<file path="config.mk">
export PLATFORM = sky130hd
export DESIGN_NAME = ffca_active_cell
export DESIGN_NICKNAME = d
export VERILOG_FILES = /design/src/rtl/core/ffca_pkg.sv /design/src/rtl/core/ffca_active_cell.sv
export SDC_FILE = /design/constraint.sdc
export NUM_CORES = 1
export LEC_CHECK = 0
export BUFFER_PORTS_ARGS = -buffer_cell sky130_fd_sc_hd__buf_2
export CAP_MARGIN = 5
export CORE_MARGIN = 10
export CORE_UTILIZATION = 51
export CTS_CLUSTER_SIZE = 25
export DETAILED_ROUTE_END_ITERATION = 16
export PLACE_DENSITY = 0.85
export SLEW_MARGIN = 30
export SYNTH_ARGS = -nofsm -noshare
export SYNTH_HDL_FRONTEND = slang
export SYNTH_SLANG_ARGS = --single-unit
</file>
<file path="constraint.sdc">
create_clock -name clk -period 2.8 [get_ports clk]
set_input_delay 0.56 -clock clk [delete_from_list [all_inputs] [get_ports clk]]
set_output_delay 0.56 -clock clk [all_outputs]
set_load 0.1 [all_outputs]
</file>
<file path="src/rtl/core/ffca_pkg.sv">
// Shared constants, types and helpers for the first-fit coalescing allocator.
package ffca_pkg;

    localparam int HEAP_BYTES     = 8388608;
    localparam int FREE_SLOTS     = 64;
    localparam int ACTIVE_SLOTS   = 64;
    localparam int ALIGN_LOG2     = 4;
    localparam int ALIGN_BYTES    = 1 << ALIGN_LOG2;
    localparam int OVERHEAD_BYTES = 21;

    localparam int ADDR_W  = 48;
    localparam int CNT64_W = 64;
    localparam int OFF_W   = $clog2(HEAP_BYTES + 1);
    localparam int NEED_W  = OFF_W + 2;
    localparam int FIDX_W  = $clog2(FREE_SLOTS + 1);
    localparam int AIDX_W  = $clog2(ACTIVE_SLOTS);
    localparam int SCAN_CYCLES = (FREE_SLOTS > ACTIVE_SLOTS) ? FREE_SLOTS : ACTIVE_SLOTS;
    localparam int SCNT_W  = $clog2(SCAN_CYCLES);

    localparam logic [1:0] OP_ALLOC = 2'd0;
    localparam logic [1:0] OP_FREE  = 2'd1;
    localparam logic [1:0] OP_ARRAY = 2'd2;

    localparam logic [2:0] STAT_OK       = 3'd0;
    localparam logic [2:0] STAT_NO_MEM   = 3'd1;
    localparam logic [2:0] STAT_OUTSIDE  = 3'd2;
    localparam logic [2:0] STAT_INACTIVE = 3'd3;
    localparam logic [2:0] STAT_FULL     = 3'd4;

    typedef struct packed {
        logic             valid;
        logic [OFF_W-1:0] start;
        logic [OFF_W-1:0] len;
    } free_ent_t;

    typedef struct packed {
        logic              hit;
        logic [FIDX_W-1:0] idx;
        free_ent_t         cur;
        free_ent_t         prev;
    } free_scan_t;

    typedef struct packed {
        logic              set_en;
        logic [FIDX_W-1:0] set_idx;
        free_ent_t         set_ent;
        logic              del_en;
        logic              ins_en;
        logic [FIDX_W-1:0] shift_idx;
    } free_cmd_t;

    typedef struct packed {
        logic              hit;
        logic [AIDX_W-1:0] idx;
        logic [OFF_W-1:0]  size;
    } act_scan_t;

    typedef struct packed {
        logic              wr_en;
        logic              clr_en;
        logic [AIDX_W-1:0] idx;
        logic [OFF_W-1:0]  start;
        logic [OFF_W-1:0]  size;
    } act_cmd_t;

    function automatic logic [NEED_W-1:0] round_block(input logic [OFF_W-1:0] user);
        logic [NEED_W-1:0] t;
        t = NEED_W'(user) + NEED_W'(OVERHEAD_BYTES + ALIGN_BYTES - 1);
        return t & ~NEED_W'(ALIGN_BYTES - 1);
    endfunction

endpackage

</file>
<file path="src/rtl/core/ffca_active_cell.sv">
// One active-block cell: holds a live block and forwards the slot search record.
module ffca_active_cell (
    input  logic                        clk,
    input  logic                        rst_n,
    input  logic [ffca_pkg::AIDX_W-1:0] cell_index,
    input  ffca_pkg::act_cmd_t          cmd,
    input  logic                        scan_free,
    input  logic [ffca_pkg::OFF_W-1:0]  off,
    input  ffca_pkg::act_scan_t         scan_in,
    output ffca_pkg::act_scan_t         scan_out
);

    logic                       valid_reg;
    logic [ffca_pkg::OFF_W-1:0] start_reg;
    logic [ffca_pkg::OFF_W-1:0] size_reg;
    ffca_pkg::act_scan_t        scan_reg;
    ffca_pkg::act_scan_t        scan_next;
    logic                       sel;

    assign sel = (cmd.idx == cell_index);

    always_comb
    begin
        scan_next = scan_in;
        if (!scan_in.hit)
        begin
            if (scan_free ? (valid_reg && (start_reg == off)) : !valid_reg)
            begin
                scan_next.hit  = 1'b1;
                scan_next.idx  = cell_index;
                scan_next.size = size_reg;
            end
        end
    end

    always_ff @(posedge clk or negedge rst_n)
    begin
        if (!rst_n)
        begin
            valid_reg <= 1'b0;
        end
        else if (sel && cmd.wr_en)
        begin
            valid_reg <= 1'b1;
        end
        else if (sel && cmd.clr_en)
        begin
            valid_reg <= 1'b0;
        end
    end

    always_ff @(posedge clk)
    begin
        if (sel && cmd.wr_en)
        begin
            start_reg <= cmd.start;
            size_reg  <= cmd.size;
        end
        scan_reg <= scan_next;
    end

    assign scan_out = scan_reg;

endmodule

</file>
# Word level (Yosys, flattened, before mapping)
# Index checks and enable logic that the tools add are counted.
totals:
  reg_bits: 80
  latchBits: 0
  mem_bits_rw: 0
  rom_bits: 0
  input_bits: 120
  out_inout_bits: 31
  wordCells: 18
  memories: 0
classes:
  n_addsub: 0
  mul: 0
  div: 0
  magnitude_cmp: 0
  eq_ne: 2
  shift: 0
  mux: 5
  n_bitwise: 0
  n_reduce_logical: 5
op_table:
  columns: ["operator", "n"]
  rows:
  - ["$mux 31", 1]
  - ["$mux 30", 1]
  - ["$eq 24x24->1", 1]
  - ["$eq 6x6->1", 1]
  - ["$logic_and 1x1->1", 3]
  - ["$mux 1", 3]
  - ["$reduce_bool 2->1", 1]
  - ["$logic_not 1->1", 1]

# Logic depth before layout (Yosys ltp)
depth:
  depth_word: 5
  depth_mapped: 6
  depth_no_buf: 5

# Worst setup path after synthesis
# Ideal clock, no wire load.
synth_timing:
  kind: "input -> register"
  startpoint: "in cell_index[2] in the netlist's numbering"
  endpoint: "reg size_reg[0] in the netlist's numbering, enable pin"
  setup_ns: 0.411
  t_arrival_ns: 2.161
  required_ns: 2.389
  slack_ns: 0.228
  path_stages: 4
  n_path_buf: 0
  cell_sequence: "xnor2_1 > nand4_1 > nor3_1 > and2_1"
synth_via:
  elab_chain_len: 2
synth_rtl:
  columns: ["element", "line_no", "rtl"]
  rows:
  - ["from (decl)", "ffca_active_cell.sv:5", "input logic [ffca_pkg::AIDX_W-1:0] cell_index,"]
  - ["$eq 6x6->1", "ffca_active_cell.sv:20", "assign sel = (cmd.idx == cell_index);"]
  - ["$logic_and 1x1->1", "ffca_active_cell.sv:54", "if (sel && cmd.wr_en)"]
  - ["to (signal assigned)", "ffca_active_cell.sv:57", "size_reg <= cmd.size;"]
  - ["to (decl)", "ffca_active_cell.sv:15", "logic [ffca_pkg::OFF_W-1:0] size_reg;"]
# Every way passes these cells.
# A chain may end at the register's enable or synchronous reset.

==> impl_table.tex <==
\begin{tabular}{lr}
\hline
Metric & Value \\
\hline
\multicolumn{2}{l}{\textbf{Global routing}} \\
\quad Pin count of the biggest net entering global routing & 62 \\
\quad Wire length of the first global-routing pass & 14500 um \\
\quad Overall routing resource usage & 17.5\% \\
\quad Number of global-route vias before repair & 3004 \\
\quad Antenna violations before repair & 0 \\
\quad Sum of overflow across all layers after global routing & 0 \\
\multicolumn{2}{l}{\textbf{Pwr}} \\
\quad Net Switching & 0.972 mW \\
\quad Internal Dissipation & 1.93 mW \\
\quad Combinational share of power & 26.2\% \\
\quad Net Sw Frac & 33.5\% \\
\quad Total power divided by cell area & 638 nW/um\^{}2 \\
\quad Peak VDD IR & 0.411 mV \\
\quad Leakage component of the power & 1.77 nW \\
\quad Total power draw & 2.90 mW \\
\quad Sequential share of power & 45.7\% \\
\quad Clock share of power & 28.0\% \\
\multicolumn{2}{l}{\textbf{Placement}} \\
\quad HPWL reported at the end of detailed placement & 6930 um \\
\quad Port-buffer cells & 150 \\
\quad Post-placement cell count & 516 \\
\quad Last weighted congestion value of the routability-driven placer & 0.783 \\
\quad Cell area reported after detailed placement & 4340 um\^{}2 \\
\multicolumn{2}{l}{\textbf{Critical path}} \\
\quad Worst setup slack for register-to-register paths & 0.83 ns \\
\quad Data required time of the worst path & 3.02 ns \\
\quad Critical path endpoint category & flop \\
\quad Top fanout value on the critical path & 20 \\
\quad Kind of launch point of the worst setup path & flop \\
\quad Signal arrival time at the worst endpoint & 2.19 ns \\
\quad Crit Path Category & reg -> reg \\
\multicolumn{2}{l}{\textbf{Cells and area}} \\
\quad Final Non-Filler Cells & 533 \\
\quad FF+latch area & 2090 um\^{}2 \\
\quad Antenna diode count & 0 \\
\quad Filler cells & 537 \\
\quad Multi-input gate area in the final layout & 1330 um\^{}2 \\
\quad Syn-to-layout area delta & 29.2\% \\
\quad Fraction of final layout cells sized beyond drive strength 1 & 38.4\% \\
\quad Final std cell area, no fill & 4540 um\^{}2 \\
\quad Post-layout net count & 568 \\
\quad Max reg flops & 31 \\
\multicolumn{2}{l}{\textbf{Yosys}} \\
\quad Instance count of the mapped netlist & 307 \\
\quad Syn nets & 427 \\
\quad Post-synth top area cell & edfxtp\_1 \\
\quad Post-synthesis cell type count & 22 \\
\quad Async S/R FF share, synth & 1.25\% \\
\quad Share of synthesized area occupied by flip-flops and latches & 59.3\% \\
\quad Most frequently used flop master after synthesis & edfxtp\_1 \\
\quad Post-synthesis sequential element count & 80 \\
\quad Share of the synthesized area in the top cell type & 41.0\% \\
\quad Synth Warn \# & 0 \\
\quad Top area cells in the synthesized netlist & edfxtp\_1 (41\%), dfxtp\_1 (18\%), a2bb2oi\_1 (7.5\%), xnor2\_1 (7.0\%), o21ai\_0 (6.4\%) \\
\quad Average footprint of a synthesized cell & 11.5 um\^{}2 \\
\quad Mapped cell area & 3520 um\^{}2 \\
\quad Number of enable flip-flop cells after synthesis & 48 \\
\multicolumn{2}{l}{\textbf{Die}} \\
\quad Std-Cell Core Area & 6760 um\^{}2 \\
\quad I/O Pins & 151 \\
\quad Die Span Y & 103 um \\
\quad Die ar. & 10600 um\^{}2 \\
\quad Width of the die & 103 um \\
\quad Standard-cell row count & 30 \\
\quad Initial Utilization & 52.1\% \\
\multicolumn{2}{l}{\textbf{CTS}} \\
\quad Max Buffers Root-to-Sink & 2 \\
\quad Clock sinks & 80 \\
\quad Post-CTS clock slew at the launch and capture registers of the worst setup and hold paths & 0.08 ns \\
\quad Clock latency on the worst-skew pair & 0.34 ns \\
\quad Clock buffer count from CTS & 9 \\
\quad CTS H-tree depth & 3 \\
\quad Root Driver & clkbuf\_8 \\
\quad TritonCTS clock tree & yes \\
\multicolumn{2}{l}{\textbf{Routing}} \\
\quad Vias per cell & 5.48 \\
\quad Count of routing violations after the opening detailed-route iteration & 96 \\
\quad Antenna viol nets, final & 0 \\
\quad First-pass iteration count of the detailed router & 4 \\
\quad Average wire per cell in the routed design & 17.1 um \\
\quad DRC errors left & 0 \\
\quad Wire length reported by the detailed router & 9140 um \\
\quad Total vias in the final route & 2922 \\
\multicolumn{2}{l}{\textbf{Worst hold path}} \\
\quad Class of the tightest hold or removal check & in -> reg \\
\multicolumn{2}{l}{\textbf{STA}} \\
\quad RSZ-0062 raised after global routing & no \\
\quad Setup violators final & 0 \\
\quad Highest clock frequency the design can meet & 508 MHz \\
\quad Tightest hold margin & 0.384 ns \\
\quad Worst clock skew & 0.00897 ns \\
\quad Hold violation count in the final report & 0 \\
\quad Final cycle utilization of the critical path & 70.3\% \\
\quad Sum of negative setup slack & 0 ns \\
\quad Final critical-path required period & 1.97 ns \\
\quad Tightest Pin Transition & 0.585 ns \\
\quad Final count of pins violating max slew & 0 \\
\quad Remaining max-slew budget at the tightest pin & 61.0\% \\
\multicolumn{2}{l}{\textbf{Flow run}} \\
\quad Total of max-cap violations & 0 \\
\multicolumn{2}{l}{\textbf{Status}} \\
\quad Status & finished, final reports clean \\
\hline
\end{tabular}
==> cell usage in the layout (no fill, tap or decap), drive strengths merged, types with 2 or more instances in the layout <==
cell,instances
a2bb2oi,30
xor2,2
clkinv,4
nor4,32
nand4,6
clkbuf,10
nand3,2
o21ai,60
xnor2,28
buf,157
and2,2
edfxtp,48
nand2,2
nor3,2
nand2b,30
dfxtp,31
==> layout make-up <==
cell class	count	share of cell area, %
Multi-Input combinational cell	199	29.3
Clock inverter	6	1.32
Tap cell	80	2.20
Timing Repair Buffer	158	18.4
Sequential cell	80	45.9
Clock buffer	10	2.81
==> routing by layer <==
layer  vias to the layer above  track usage, %  share of wire [%]
met5                         -               0                  0
met4                         0            5.88                1.1
met3                        12            6.90                9.8
met2                       118            28.9                 50
met1                      1357            20.4                 39
li1                       1435               -                  -
==> worst max-delay path, stage by stage (launching register included) <==
cell      delay, ns
edfxtp_1       0.40
xnor2_1        0.18
nand4_1        0.16
nor4_4         0.32
and2_1         0.47
buf_12         0.21
o21ai_0        0.11
==> what timing repair did <==
item / CTS / global route
hold endpoints to repair: 1 / 0
setup endpoints to repair: 0 / 0
gates resized for setup: 0 / 0
hold buffers: 1 / 0
setup buffers: 0 / 0
==> power groups by stage <==
stage          Sequential (mW)  Clock, mW  Combinational (mW)
6_report                  1.33      0.813               0.761
5_1_grt                   1.33      0.884               0.802
4_1_cts                   1.33      0.822               0.763
3_5_place_dp              1.35          0               0.761
3_3_place_gp              1.35          0               0.750
2_1_floorplan             1.72          0               0.213
==> worst paths after layout <==
| check | startpoint | end | depth (start not counted) |
|---|---|---|---|
| max in group asynchronous | rst_n | valid_reg | 2 |
| min | cmd[21] | size_reg[21] | 1 |
| max reg2reg | start_reg[11] | scan_out[15] | 6 |
| min in group asynchronous | rst_n | valid_reg | 2 |
| max | start_reg[11] | scan_out[15] | 6 |
| min reg2reg | valid_reg | valid_reg | 1 |
==> cell usage after synthesis (all sizes together), types with 6 or more instances <==
cell and number:
xnor2 28, nand2b 30, a2bb2oi 30, clkbuf 21
buf 7, edfxtp 48, nor4 32, nand4 6
dfxtp 31, o21ai 60
==> per-stage QoR <==
stage                     setup WS [ns]  util [%]
after floorplan                   0.228         -
after global placement            0.642      64.3
after detailed placement          0.584      64.3
after CTS                         0.849      67.2
after global routing              0.706      67.3
final                             0.830      67.3
==> logic make-up (layout without fill, tap and decap cells) <==
group	count (synthesis)	count (layout)	synth area share, %
AOI/OAI and AO/OA	91	91	16.2
DFF	80	80	59.3
and+or+nand+nor	78	78	13.8
xor gates and xnor gates	30	30	7.47
buffers and inverters	28	174	3.20
(Power assumes the default switching activity.)
